## src/design/id3fw_pkg.sv

```systemverilog
// Shared types, codes and character-class helpers for the ID3v2 frame walker.
`timescale 1ns / 1ps

package id3fw_pkg;

    localparam int MAX_RES = 3;   // most results one input byte can cause
    localparam int SIZE_W  = 28;  // syncsafe size width
    localparam int WALK_W  = 30;  // running walk total width

    typedef enum logic [2:0] {
        PH_TAG  = 3'd0,
        PH_EXT  = 3'd1,
        PH_FHDR = 3'd2,
        PH_BODY = 3'd3,
        PH_DONE = 3'd4
    } phase_t;

    typedef enum logic [2:0] {
        EV_BEGIN    = 3'd0,
        EV_CHAR     = 3'd1,
        EV_END      = 3'd2,
        EV_FOUND    = 3'd3,
        EV_NOTFOUND = 3'd4
    } event_t;

    typedef enum logic {
        CFG_MODE   = 1'b0,
        CFG_TARGET = 1'b1
    } cfg_index_t;

    // All results caused by one input byte, queued as one entry.
    typedef struct packed {
        logic [1:0]                 cnt;
        event_t [MAX_RES-1:0]       ev;
        logic [31:0]                id;
        logic [7:0]                 ch;
    } bundle_t;

    function automatic logic id_char_ok(input logic [7:0] c);
        return (c inside {[8'h41:8'h5A], [8'h30:8'h39]});
    endfunction

    function automatic logic is_alnum(input logic [7:0] c);
        return (c inside {[8'h61:8'h7A], [8'h41:8'h5A], [8'h30:8'h39]});
    endfunction

endpackage

```

## src/design/id3fw_front.sv

```systemverilog
// Front end: accepts file bytes, tracks the tag walk and classifies each byte into results.
`timescale 1ns / 1ps

module id3fw_front (
    input  logic                 clk,
    input  logic                 rst_n,
    input  logic                 in_valid,
    output logic                 in_stall,
    input  logic [7:0]           data_byte,
    input  logic                 start_of_file,
    input  logic                 mode,
    input  logic [31:0]          target_id,
    input  logic                 q_full,
    output logic                 q_push,
    output id3fw_pkg::bundle_t   q_data
);
    import id3fw_pkg::*;

    phase_t              phase_reg, phase_next;
    logic [SIZE_W-1:0]   cnt_reg, cnt_next;
    logic [SIZE_W-1:0]   tag_size_reg, tag_size_next;
    logic [WALK_W-1:0]   walk_reg, walk_next;
    logic [SIZE_W-1:0]   fsize_reg, fsize_next;
    logic [31:0]         id_reg, id_next;
    logic                ext_reg, ext_next;
    logic                matched_reg, matched_next;

    logic                accept;
    bundle_t             bnd;

    assign in_stall = q_full;
    assign accept   = in_valid && !q_full;
    assign q_push   = accept && (bnd.cnt != 2'd0);
    assign q_data   = bnd;

    always_comb
    begin
        logic do_check;
        logic do_end;
        logic do_finish;
        logic [SIZE_W-1:0] cnt_inc;

        phase_next    = phase_reg;
        cnt_next      = cnt_reg;
        tag_size_next = tag_size_reg;
        walk_next     = walk_reg;
        fsize_next    = fsize_reg;
        id_next       = id_reg;
        ext_next      = ext_reg;
        matched_next  = matched_reg;
        do_check      = 1'b0;
        do_end        = 1'b0;
        do_finish     = 1'b0;
        bnd.cnt       = 2'd0;
        bnd.ch        = 8'd0;
        for (int k = 0; k < MAX_RES; k++)
        begin
            bnd.ev[k] = EV_BEGIN;
        end

        if (start_of_file)
        begin
            phase_next    = PH_TAG;
            cnt_next      = '0;
            tag_size_next = '0;
            walk_next     = '0;
            fsize_next    = '0;
            id_next       = '0;
            ext_next      = 1'b0;
            matched_next  = 1'b0;
        end

        cnt_inc = cnt_next + SIZE_W'(1);

        case (phase_next)
            PH_TAG:
            begin
                if (cnt_next == SIZE_W'(5))
                    ext_next = |data_byte[7:6];
                else if (cnt_next >= SIZE_W'(6))
                    tag_size_next = {tag_size_next[SIZE_W-8:0], data_byte[6:0]};
                cnt_next = cnt_inc;
                if (cnt_inc >= SIZE_W'(10))
                begin
                    cnt_next = '0;
                    if (ext_next)
                        phase_next = PH_EXT;
                    else
                        do_check = 1'b1;
                end
            end
            PH_EXT:
            begin
                cnt_next = cnt_inc;
                if (cnt_inc >= SIZE_W'(6))
                    do_check = 1'b1;
            end
            PH_FHDR:
            begin
                if (cnt_next == '0)
                begin
                    id_next    = {24'd0, data_byte};
                    fsize_next = '0;
                end
                else if (cnt_next < SIZE_W'(4))
                    id_next = {id_next[23:0], data_byte};
                else if (cnt_next < SIZE_W'(8))
                    fsize_next = {fsize_next[SIZE_W-8:0], data_byte[6:0]};
                cnt_next = cnt_inc;
                if (cnt_inc >= SIZE_W'(10))
                begin
                    cnt_next = '0;
                    if (!(id_char_ok(id_next[31:24]) && id_char_ok(id_next[23:16]) &&
                          id_char_ok(id_next[15:8])  && id_char_ok(id_next[7:0])))
                    begin
                        do_end = 1'b1;
                    end
                    else
                    begin
                        walk_next    = walk_next + WALK_W'(10) + WALK_W'(fsize_next);
                        matched_next = mode && (id_next == target_id);
                        if (!mode || matched_next)
                        begin
                            bnd.ev[bnd.cnt] = EV_BEGIN;
                            bnd.cnt         = bnd.cnt + 2'd1;
                        end
                        if (fsize_next == '0)
                            do_finish = 1'b1;
                        else
                            phase_next = PH_BODY;
                    end
                end
            end
            PH_BODY:
            begin
                if ((!mode || matched_next) && is_alnum(data_byte))
                begin
                    bnd.ev[bnd.cnt] = EV_CHAR;
                    bnd.ch          = data_byte;
                    bnd.cnt         = bnd.cnt + 2'd1;
                end
                cnt_next = cnt_inc;
                if (cnt_inc >= fsize_next)
                begin
                    cnt_next  = '0;
                    do_finish = 1'b1;
                end
            end
            default:
            begin
            end
        endcase

        // Frame end: a match ends the walk; else it goes on unless the tag is used up.
        if (do_finish)
        begin
            if (matched_next)
            begin
                bnd.ev[bnd.cnt]        = EV_END;
                bnd.ev[bnd.cnt + 2'd1] = EV_FOUND;
                bnd.cnt                = bnd.cnt + 2'd2;
                phase_next             = PH_DONE;
                cnt_next               = '0;
            end
            else
            begin
                if (!mode)
                begin
                    bnd.ev[bnd.cnt] = EV_END;
                    bnd.cnt         = bnd.cnt + 2'd1;
                end
                do_check = 1'b1;
            end
        end

        if (do_check)
        begin
            if (walk_next >= WALK_W'(tag_size_next))
                do_end = 1'b1;
            else
            begin
                phase_next = PH_FHDR;
                cnt_next   = '0;
            end
        end

        if (do_end)
        begin
            phase_next = PH_DONE;
            cnt_next   = '0;
            if (mode)
            begin
                bnd.ev[bnd.cnt] = EV_NOTFOUND;
                bnd.cnt         = bnd.cnt + 2'd1;
            end
        end

        bnd.id = id_next;
    end

    always_ff @(posedge clk or negedge rst_n)
    begin
        if (!rst_n)
        begin
            phase_reg    <= PH_TAG;
            cnt_reg      <= '0;
            tag_size_reg <= '0;
            walk_reg     <= '0;
            fsize_reg    <= '0;
            id_reg       <= '0;
            ext_reg      <= 1'b0;
            matched_reg  <= 1'b0;
        end
        else if (accept)
        begin
            phase_reg    <= phase_next;
            cnt_reg      <= cnt_next;
            tag_size_reg <= tag_size_next;
            walk_reg     <= walk_next;
            fsize_reg    <= fsize_next;
            id_reg       <= id_next;
            ext_reg      <= ext_next;
            matched_reg  <= matched_next;
        end
    end

endmodule

```

## src/design/id3fw_queue.sv

```systemverilog
// Small FIFO of result bundles between the front end and the output side.
`timescale 1ns / 1ps

module id3fw_queue #(
    parameter int DEPTH = 4
) (
    input  logic                 clk,
    input  logic                 rst_n,
    input  logic                 push,
    input  id3fw_pkg::bundle_t   push_data,
    input  logic                 pop,
    output id3fw_pkg::bundle_t   head,
    output logic                 full,
    output logic                 empty
);
    import id3fw_pkg::*;

    localparam int PTR_W = (DEPTH > 1) ? $clog2(DEPTH) : 1;
    localparam int CNT_W = $clog2(DEPTH + 1);

    bundle_t             store_reg [DEPTH];
    logic [PTR_W-1:0]    wr_ptr_reg, wr_ptr_next;
    logic [PTR_W-1:0]    rd_ptr_reg, rd_ptr_next;
    logic [CNT_W-1:0]    count_reg, count_next;

    assign full  = (count_reg == CNT_W'(DEPTH));
    assign empty = (count_reg == '0);
    assign head  = store_reg[rd_ptr_reg];

    always_comb
    begin
        wr_ptr_next = wr_ptr_reg;
        rd_ptr_next = rd_ptr_reg;
        count_next  = count_reg;
        if (push)
            wr_ptr_next = (wr_ptr_reg == PTR_W'(DEPTH - 1)) ? '0 : wr_ptr_reg + PTR_W'(1);
        if (pop)
            rd_ptr_next = (rd_ptr_reg == PTR_W'(DEPTH - 1)) ? '0 : rd_ptr_reg + PTR_W'(1);
        if (push && !pop)
            count_next = count_reg + CNT_W'(1);
        else if (pop && !push)
            count_next = count_reg - CNT_W'(1);
    end

    always_ff @(posedge clk or negedge rst_n)
    begin
        if (!rst_n)
        begin
            wr_ptr_reg <= '0;
            rd_ptr_reg <= '0;
            count_reg  <= '0;
        end
        else
        begin
            wr_ptr_reg <= wr_ptr_next;
            rd_ptr_reg <= rd_ptr_next;
            count_reg  <= count_next;
        end
    end

    always_ff @(posedge clk)
    begin
        if (push)
            store_reg[wr_ptr_reg] <= push_data;
    end

endmodule

```

## src/design/id3fw_back.sv

```systemverilog
// Output side: unpacks queued bundles into single result items behind an output register.
`timescale 1ns / 1ps

module id3fw_back (
    input  logic                 clk,
    input  logic                 rst_n,
    input  logic                 q_empty,
    input  id3fw_pkg::bundle_t   head,
    output logic                 q_pop,
    output logic                 out_valid,
    input  logic                 out_stall,
    output logic [2:0]           event_res,
    output logic [31:0]          frame_id,
    output logic [7:0]           char_out,
    output logic                 last
);
    import id3fw_pkg::*;

    logic          valid_reg;
    logic [1:0]    idx_reg, idx_next;
    event_t        event_reg;
    logic [31:0]   id_reg;
    logic [7:0]    char_reg;
    logic          last_reg;

    logic          load;
    event_t        ev_sel;
    logic          last_sel;

    assign load     = !q_empty && (!valid_reg || !out_stall);
    assign ev_sel   = head.ev[idx_reg];
    assign last_sel = (idx_reg == head.cnt - 2'd1);
    assign q_pop    = load && last_sel;
    assign idx_next = last_sel ? 2'd0 : idx_reg + 2'd1;

    assign out_valid = valid_reg;
    assign event_res = event_reg;
    assign frame_id  = id_reg;
    assign char_out  = char_reg;
    assign last      = last_reg;

    always_ff @(posedge clk or negedge rst_n)
    begin
        if (!rst_n)
        begin
            valid_reg <= 1'b0;
            idx_reg   <= 2'd0;
        end
        else
        begin
            if (load)
            begin
                valid_reg <= 1'b1;
                idx_reg   <= idx_next;
            end
            else if (!out_stall)
                valid_reg <= 1'b0;
        end
    end

    always_ff @(posedge clk)
    begin
        if (load)
        begin
            event_reg <= ev_sel;
            id_reg    <= (ev_sel == EV_NOTFOUND) ? 32'd0 : head.id;
            char_reg  <= (ev_sel == EV_CHAR) ? head.ch : 8'd0;
            last_reg  <= last_sel;
        end
    end

endmodule

```

## src/design/id3v2_frame_walker.sv

```systemverilog
// Top level of the ID3v2 frame walker: configuration registers, front end, queue, output side.
`timescale 1ns / 1ps

// The block takes an ID3v2 tag one byte per item on the input channel (in_valid,
// in_stall, data_byte, start_of_file) and gives result items on the output channel
// (out_valid, out_stall, event_res, frame_id, char_out, last). A byte may cause zero
// to three results; last marks the final result of a byte.
// Configuration (mode, target_id) is written through cfg_we, cfg_index and cfg_data;
// the user must write it only while the block is idle, which the block does not enforce.
// The front end takes one byte per cycle unless in_stall is high: it updates the walk
// state and packs all results of the byte into one queue entry. The output side sends
// one result per cycle from that queue, unless out_stall holds its output register,
// so a result passes through the queue entry and the registered output stage before
// out_valid rises for it. Sustained input rate is one byte per cycle as long as bytes
// cause on average no more than one result each and the receiver does not stall; a
// byte that causes three results holds the output side while it sends all three.
// When the receiver stalls, the output register holds its item, the queue fills, and
// once it is full the front end raises in_stall. Reset clears the walk state, the
// queue and the output stage, and sets both configuration registers to zero.

module id3v2_frame_walker #(
    parameter int QUEUE_DEPTH = 4
) (
    input  logic          clk,
    input  logic          rst_n,
    input  logic          cfg_we,
    input  logic          cfg_index,
    input  logic [31:0]   cfg_data,
    input  logic          in_valid,
    output logic          in_stall,
    input  logic [7:0]    data_byte,
    input  logic          start_of_file,
    output logic          out_valid,
    input  logic          out_stall,
    output logic [2:0]    event_res,
    output logic [31:0]   frame_id,
    output logic [7:0]    char_out,
    output logic          last
);
    import id3fw_pkg::*;

    logic          mode_reg;
    logic [31:0]   target_reg;

    logic          q_push;
    logic          q_pop;
    logic          q_full;
    logic          q_empty;
    bundle_t       q_wdata;
    bundle_t       q_head;

    // Configuration registers: plain write port, no read-back.
    always_ff @(posedge clk or negedge rst_n)
    begin
        if (!rst_n)
        begin
            mode_reg   <= 1'b0;
            target_reg <= 32'd0;
        end
        else if (cfg_we)
        begin
            case (cfg_index_t'(cfg_index))
                CFG_MODE:   mode_reg   <= cfg_data[0];
                CFG_TARGET: target_reg <= cfg_data;
                default:
                begin
                end
            endcase
        end
    end

    // Front end parses the byte stream and classifies each byte.
    id3fw_front u_front (
        .clk           (clk),
        .rst_n         (rst_n),
        .in_valid      (in_valid),
        .in_stall      (in_stall),
        .data_byte     (data_byte),
        .start_of_file (start_of_file),
        .mode          (mode_reg),
        .target_id     (target_reg),
        .q_full        (q_full),
        .q_push        (q_push),
        .q_data        (q_wdata)
    );

    // Queue decouples parsing from result delivery.
    id3fw_queue #(
        .DEPTH (QUEUE_DEPTH)
    ) u_queue (
        .clk       (clk),
        .rst_n     (rst_n),
        .push      (q_push),
        .push_data (q_wdata),
        .pop       (q_pop),
        .head      (q_head),
        .full      (q_full),
        .empty     (q_empty)
    );

    // Output side sends the queued results one item at a time.
    id3fw_back u_back (
        .clk       (clk),
        .rst_n     (rst_n),
        .q_empty   (q_empty),
        .head      (q_head),
        .q_pop     (q_pop),
        .out_valid (out_valid),
        .out_stall (out_stall),
        .event_res (event_res),
        .frame_id  (frame_id),
        .char_out  (char_out),
        .last      (last)
    );

    // The front end must never push into a full queue.
    assert property (@(posedge clk) disable iff (!rst_n) !(q_push && q_full))
        else $error("push into full result queue");

    // Retiring a queue entry means the item just loaded closes its byte.
    assert property (@(posedge clk) disable iff (!rst_n) q_pop |=> (out_valid && last))
        else $error("queue entry retired without a last item");

    // A not-found item carries no frame ID and no character.
    assert property (@(posedge clk) disable iff (!rst_n)
        (out_valid && event_res == EV_NOTFOUND) |-> (frame_id == 32'd0 && char_out == 8'd0))
        else $error("not-found item carries payload");

endmodule
```

## config.mk

```make
export PLATFORM = sky130hd
export DESIGN_NAME = id3v2_frame_walker
export DESIGN_NICKNAME = d
export VERILOG_FILES = /design/src/design/id3fw_pkg.sv /design/src/design/id3fw_front.sv /design/src/design/id3fw_queue.sv /design/src/design/id3fw_back.sv /design/src/design/id3v2_frame_walker.sv
export SDC_FILE = /design/constraint.sdc
export NUM_CORES = 1
export LEC_CHECK = 0
export ABC_AREA = 1
export BUFFER_PORTS_ARGS = -buffer_cell sky130_fd_sc_hd__buf_2
export CAP_MARGIN = 5
export CELL_PAD_IN_SITES_DETAIL_PLACEMENT = 2
export CELL_PAD_IN_SITES_GLOBAL_PLACEMENT = 2
export CORE_ASPECT_RATIO = 1.75
export CORE_MARGIN = 2
export CORE_UTILIZATION = 38
export DETAILED_ROUTE_END_ITERATION = 6
export GPL_TIMING_DRIVEN = 0
export PLACE_DENSITY = 0.86
export SETUP_SLACK_MARGIN = 0.1
export SYNTH_ARGS = -nofsm -noshare
export SYNTH_HDL_FRONTEND = slang
export SYNTH_SLANG_ARGS = --single-unit
```

## constraint.sdc

```tcl
create_clock -name clk -period 12 [get_ports clk]
set_input_delay 0.6 -clock clk [delete_from_list [all_inputs] [get_ports clk]]
set_output_delay 0.6 -clock clk [all_outputs]
set_load 0.03 [all_outputs]
```

==> flow_summary.json, run 1 <==
{
  "status": "complete, no violations",
  "rows": 125,
  "clk_latency_ns": 0.59,
  "hp-class": "primary input to async pin",
  "drive_gt1_share_pct": 8.16,
  "hold_viol_final": 0,
  "dpl.hpwl_um": 83800,
  "vias_per_cell": 5.61,
  "p_leak_nw": 13.0,
  "cp_num_buf_inv": 10,
  "slew-limit-headroom_pct": 20.6,
  "die-area_um2": 68700,
  "finalWorstSetupSlack_ns": 0.803,
  "cts_max_level": 2,
  "critPathSlowestCell": "nor2_4",
  "core-area_um2": 66200,
  "grt_max_degree": 99,
  "gp_congestion": 0.933,
  "ios": 93,
  "grt_pass1_vias": 27081,
  "fmax_ghz": 0.0893,
  "grtUsageMet2_pct": 60.6,
  "slowest_delay_ns": 0.75,
  "drt-initial-drc-count": 1137,
  "rsz0062_at_grt": "false",
  "overflow": 0,
  "ir_drop_uv": 106,
  "final-max-slew-violation-count": 0,
  "finalCritPeriodShare_pct": 93.3,
  "tritoncts": "done",
  "path_max_fanout": 27,
  "path_delay_family": "simple AND/OR/NAND/NOR gates",
  "preCtsSetupSlack_ns": -0.118,
  "multi_input_area_um2": 11300,
  "layout_common_cells": "729 x nand2_1, 448 x nor2_1, 357 x o21ai_0, 335 x inv_1, 244 x edfxtp_1",
  "nNetsFinal": 3440,
  "drt_pass1_iterations": 5,
  "ys.flop_type": "edfxtp_1",
  "portBuffers": 92,
  "pwr_density_cell_nw_per_um2": 195,
  "startpoint_type": "primary input",
  "cts_root_buffer": "clkbuf_16",
  "setup-tns-final_ns": 0,
  "grt_first_pass_wirelength_um": 163000,
  "grt-busiest-layer": "met2",
  "clock-sinks": 438,
  "crit_type": "primary input to flop",
  "required_ns": 12.27,
  "vias": 23471,
  "post-route-min-period_ns": 11.20,
  "area_delta_synth_final_pct": 12.6,
  "chipWidth_um": 199,
  "netlist_instances": 3114,
  "synth.distinct_cells": 58,
  "seqCellArea_um2": 12200,
  "met3_usage_pct": 3.16,
  "hold_buffers": 0,
  "synth-seq-area-share_pct": 48.2,
  "num_antenna_cells": 0,
  "grt_usage_pct": 31.7,
  "ys_seq_elements": 438,
  "cts_buffers": 44,
  "cts.clk_slew.worst_paths_ns": 0.07,
  "maxCapViolCount": 0,
  "fill_cells": 7566,
  "final_common_cell": "nand2_1",
  "setup_viol": 0,
  "synth_edf_count": 244,
  "fin_hold_ws_ns": 0.0561,
  "dp.cells": 4106,
  "ys_async_sr_fraction_pct": 44.3,
  "wl_per_cell_um": 25.9,
  "clock_path_buffers": 3,
  "worst_clock_skew_ns": 0.0212,
  "stdcell_count": 4187,
  "wirelength_um": 109000,
  "crit_arrival_ns": 11.47,
  "power.total_mw": 5.54,
  "ys_warn_count": 0,
  "largest_reg_flops": 200,
  "drc": 0,
  "start_util_pct": 38.2,
  "crit_top_cell": "nand2_1",
  "post_cts_buffers": 0,
  "tightest_slew_ns": 1.18,
  "netlist_area_um2": 25300,
  "die_y_um": 345,
  "end_kind": "flop",
  "r2r_setup_slack_ns": 1.02,
  "final_antenna_net_count": 0,
  "met1_usage_pct": 31.1,
  "antenna_found_initial": 2,
  "syn_area_per_cell_um2": 8.12
}
==> timing repair <==
item / 4_1_cts / 5_1_grt
resized for setup: 0 / 4
endpoints found under the setup margin: 0 / 156
hold endpoints to repair: 0 / 0
==> worst paths after layout <==
path,from,end,depth (start not counted)
min,rst_n,u_front.id_reg[21],1
min in group clk,cfg_data[21],target_reg[21],2
min reg2reg,u_front.tag_size_reg[3],u_front.tag_size_reg[3],2
max reg2reg,u_front.cnt_reg[3],u_queue.store_reg[2][28],46
max,start_of_file,u_queue.store_reg[2][28],47
max in group asynchronous,rst_n,u_front.fsize_reg[22],2
==> layout make-up <==
type                    count  share of cell area (%)
flip-flops and latches    438                    42.8
multi-input cells        2191                    39.5
inverters                 352                    4.64
clock buffers              59                    4.28
well taps                 889                    3.91
repair buffers            100                    2.16
plain buffers             138                    2.08
clock inverters            20                   0.611
==> metrics by stage <==
step	area (µm²)	util [%]
after floorplan	25300	-
after global placement	26900	40.6
after detailed placement	27100	40.9
after CTS	28500	43.0
after global routing	28500	43.0
final	28500	43.0
==> layer usage <==
layer / vias to the layer above / share of wire, %
met2: 632 / 54
met3: 358 / 3.2
li1: 10562 / -
met4: 0 / 8.3
met1: 11919 / 35
met5: - / 0
==> logic make-up (layout without fill, tap and decap cells) <==
| kind of cell | Yosys count | in the layout | share of synthesized area (%) |
|---|---|---|---|
| AND/OR/NAND/NOR | 1345 | 1347 | 21.5 |
| AO/OA/AOI/OAI | 647 | 647 | 14.0 |
| buffers and inverters | 490 | 669 | 7.56 |
| flip-flops | 438 | 438 | 48.2 |
| adder cells (fa/ha/maj) | 128 | 128 | 6.39 |
| XOR/XNOR | 50 | 50 | 1.73 |
| multiplexers | 15 | 15 | 0.668 |
| other | 1 | 4 | 0.0148 |
==> where the power goes <==
part	switching [mW]	leakage (nW)	internal [mW]	total [mW]
Sequential	0.0896	4.95	1.82	1.91
Combinational	1.69	7.36	0.539	2.23
Clock	0.643	0.685	0.759	1.40
==> worst register-to-register path, delay by kind of cell (launching register included) <==
kind | cells | cell delay (ns)
adders and majority gates | 4 | 1.23
xor gates and xnor gates | 1 | 0.07
DFF | 1 | 0.39
and+or+nand+nor | 21 | 4.14
AOI/OAI and AO/OA | 13 | 3.48
buffers and inverters | 7 | 1.35
==> Yosys cell counts, types with 2 or more instances <==
library cell	count	share of area (%)
a211oi_1	5	0.15
o211ai_1	4	0.12
a32o_1	4	0.16
o21a_1	3	0.089
o21ai_1	10	0.20
nor2_1	452	6.7
nand2_1	729	11
inv_1	336	5.0
xor2_1	33	1.1
nand3b_1	7	0.21
fa_1	2	0.16
a22o_1	21	0.73
nand2_2	17	0.42
a21o_1	3	0.089
nor3_1	5	0.099
dfrtp_1	194	19
nand3_2	2	0.079
a31oi_1	19	0.47
mux2_2	15	0.67
buf_6	5	0.22
edfxtp_1	244	29
nor4_1	3	0.074
o22ai_1	31	0.77
nand2_4	3	0.13
o21ai_0	359	7.1
buf_4	7	0.21
buf_2	7	0.14
or2_2	3	0.074
a21oi_1	162	3.2
nand4_1	25	0.62
a21oi_2	3	0.10
inv_2	13	0.19
ha_1	126	6.2
o21bai_1	4	0.12
clkbuf_1	92	1.4
clkinv_1	3	0.045
o221ai_1	9	0.31
nand3_1	80	1.6
xnor2_1	17	0.59
nor2_2	9	0.22
a21boi_0	2	0.059
nor2_4	4	0.18
buf_1	27	0.40
Note: power is estimated with default switching activity, not from simulation.
==> run 2: changes to the inputs <==
Settings changed: ABC_AREA 1 to not set, CORE_MARGIN 2 to 5, CORE_UTILIZATION 38 to 42, CTS_CLUSTER_DIAMETER set to 150.
==> run 2 against run 1 <==
Compared with the run above:
- power decreased by 20%
- die area fell by 6.4%
- count of clock-buffer cells in the layout shrank 2
- critical path type unchanged
- sequential share of layout area is 0.86 points higher
- critical endpoint is now u_queue.count_reg[2]
- hold slack better by 0.20 ns
- cell count fell by 23%
- via count down 15%
- synthesized cell count fell by 27%
- routed wire length down 10%
- first-iteration DRC count increased by 6.2%
- cell area fell by 2.0%
==> flow_summary.json, run 2 <==
{
  "utilization_pct": 47.4,
  "setup_viol": 0,
  "wirelength_um": 97300,
  "area_delta_synth_final_pct": 12.3,
  "synth_commonest_cells": "322 x nand2_1, 244 x edfxtp_1, 194 x dfrtp_1, 137 x o21ai_0, 126 x ha_1",
  "finalCritPeriodShare_pct": 95.3,
  "clock-sinks": 438,
  "hold_viol_final": 0,
  "vias_per_cell": 6.16,
  "drc": 0,
  "power.internal_mw": 2.92,
  "overflow": 0,
  "routed.top_layer": "met4",
  "ys_async_sr_fraction_pct": 44.3,
  "design_area_um2": 27900,
  "grt_pass1_vias": 22905,
  "cts_root_buffer": "clkbuf_16",
  "gp_congestion": 0.953,
  "tightest_slew_ns": 1.31,
  "synth_top_area_share_pct": 29.5,
  "crit_top_cell": "ha_1",
  "final-max-slew-violation-count": 0,
  "stdcell_count": 3231,
  "start_util_pct": 42.2,
  "rsz0062_at_grt": "false",
  "end_kind": "flop",
  "cts_buffers": 42,
  "required_ns": 12.51,
  "startpoint_type": "primary input",
  "clock_path_buffers": 3,
  "clk_latency_ns": 0.60,
  "ios": 93,
  "synth_edf_count": 244,
  "yosysTopAreaCell": "edfxtp_1",
  "switching_share_pct": 33.9,
  "pwr-share-comb_pct": 27.3,
  "path_delay_family": "compound AO/OA/AOI/OAI gates",
  "rows": 118,
  "synth_area_leaders": "edfxtp_1 29%, dfrtp_1 20%, ha_1 6.3%",
  "dpl.hpwl_um": 75500,
  "p_leak_nw": 11.5,
  "synth_most_common_cell": "nand2_1",
  "portBuffers": 90,
  "hp-class": "primary input to flop",
  "synth.distinct_cells": 101,
  "crit_type": "primary input to flop",
  "wl_met3_um": 3990,
  "synth-seq-area-share_pct": 49.0,
  "grt_first_pass_wirelength_um": 146000,
  "slew-limit-headroom_pct": 12.0,
  "wl_met2_um": 53000,
  "die-area_um2": 64300,
  "ys_warn_count": 0,
  "post-route-min-period_ns": 11.43,
  "wl_per_cell_um": 30.1,
  "nNetsFinal": 2591,
  "worst_clock_skew_ns": 0.0316,
  "drt-initial-drc-count": 1208,
  "syn_area_per_cell_um2": 10.9,
  "crit_arrival_ns": 11.94,
  "grt_max_degree": 84,
  "switching_power_mw": 1.50,
  "final_antenna_net_count": 0,
  "core-area_um2": 58900,
  "clkPwrFrac_pct": 31.6,
  "cts_max_level": 2,
  "fin_hold_ws_ns": 0.252,
  "netlist_area_um2": 24800,
  "path_max_fanout": 19,
  "critPathSlowestCell": "a2111oi_2",
  "cp_num_buf_inv": 10,
  "ir_drop_uv": 124,
  "ys.flop_type": "edfxtp_1",
  "tritoncts": "done",
  "vias": 19905,
  "wl_met1_um": 32900,
  "preCtsSetupSlack_ns": -2.83,
  "fill_cells": 6001,
  "drt_pass1_iterations": 5,
  "grt_usage_pct": 29.6,
  "maxCapViolCount": 0,
  "placed_area_um2": 26500,
  "cts.clk_slew.worst_paths_ns": 0.07,
  "finalWorstSetupSlack_ns": 0.569,
  "largest_reg_flops": 200,
  "layout_common_cells": "322 x nand2_1, 244 x edfxtp_1, 194 x dfrtp_1, 134 x o21ai_0, 126 x ha_1",
  "dp.cells": 3152,
  "antenna_found_initial": 2,
  "fmax_ghz": 0.0875,
  "final_common_cell": "nand2_1",
  "status": "complete, no violations",
  "netlist_instances": 2272,
  "die_y_um": 332,
  "drive_gt1_share_pct": 14.6,
  "ys_seq_elements": 438,
  "chipWidth_um": 194,
  "pwr_density_cell_nw_per_um2": 158,
  "slowest_delay_ns": 0.62,
  "power_frac_seq_pct": 41.2
}
-- run 2: what timing repair did --
action | CTS | global route
hold buffers | 1 | 0
endpoints found under the setup margin | 235 | 128
cloned | 0 | 0
gates resized for setup | 9 | 6
endpoints found under the hold margin | 48 | 0
pin swaps | 0 | 1
buffers inserted | 0 | 1
-- run 2: per-stage QoR --
step / power (mW) / setup TNS, ns
6_report: 4.41 / 0
3_3_place_gp: 2.98 / -782.53
5_1_grt: 4.58 / 0
3_5_place_dp: 3.06 / -570.85
4_1_cts: 4.44 / 0
2_1_floorplan: 2.61 / 0
-- run 2: final cells by class --
class / instances / area (µm²) / share of cell area, %
Antenna cell: 2 / 5.00 / 0.0179
Buffer: 134 / 541 / 1.94
Clock buffer: 57 / 1160 / 4.15
Clock inverter: 20 / 246 / 0.883
Inverter: 57 / 214 / 0.767
Multi-Input combinational cell: 1644 / 11900 / 42.8
Sequential cell: 438 / 12200 / 43.7
Tap cell: 780 / 976 / 3.50
Timing Repair Buffer: 99 / 633 / 2.27
-- run 2: worst paths after layout --
kind,start,endpoint,slack [ns],cells after the start
setup / recovery,start_of_file,u_queue.count_reg[2],0.57,41
max in group asynchronous,rst_n,u_front.cnt_reg[8],10.53,3
hold / removal,cfg_data[11],target_reg[11],0.25,2
hold reg to reg,u_front.walk_reg[21],u_front.walk_reg[21],0.48,2
setup reg to reg,u_front.cnt_reg[22],u_queue.count_reg[2],0.91,35
min in group asynchronous,rst_n,u_back.out_valid,0.56,2
-- run 2: worst reg2reg max path: cells and delay by family, from the launching register on --
kind / cells / cell delay, ns
xor+xnor: 3 / 0.57
buf+inv: 5 / 1.30
simple gates: 7 / 2.38
flops: 1 / 0.36
compound gates: 15 / 4.62
fa+ha+maj: 5 / 1.79
-- run 2: cell families after synthesis --
kind of cell             after synthesis  share of synthesized area, %
buffers and inverters                193                          3.03
XOR/XNOR                              76                          2.68
AO/OA/AOI/OAI                        492                          13.5
other                                  1                        0.0151
AND/OR/NAND/NOR                      796                          16.2
adder cells (fa/ha/maj)              128                          6.51
flip-flops                           438                          49.0
multiplexers                         148                          9.00
-- run 2: power groups by stage --
stage / sequential, mW / combinational (mW) / clock [mW]
finish: 1.82 / 1.20 / 1.39
global route: 1.83 / 1.27 / 1.48
CTS: 1.82 / 1.21 / 1.41
detailed placement: 1.85 / 1.21 / 0
global placement: 1.84 / 1.14 / 0
floorplan: 1.99 / 0.618 / 0
-- run 2: metal layers --
layer / track usage, % / up-vias
li1: - / 8711
met1: 29.8 / 10232
met2: 56.8 / 653
met3: 3.71 / 309
met4: 18.7 / 0
met5: 0 / -
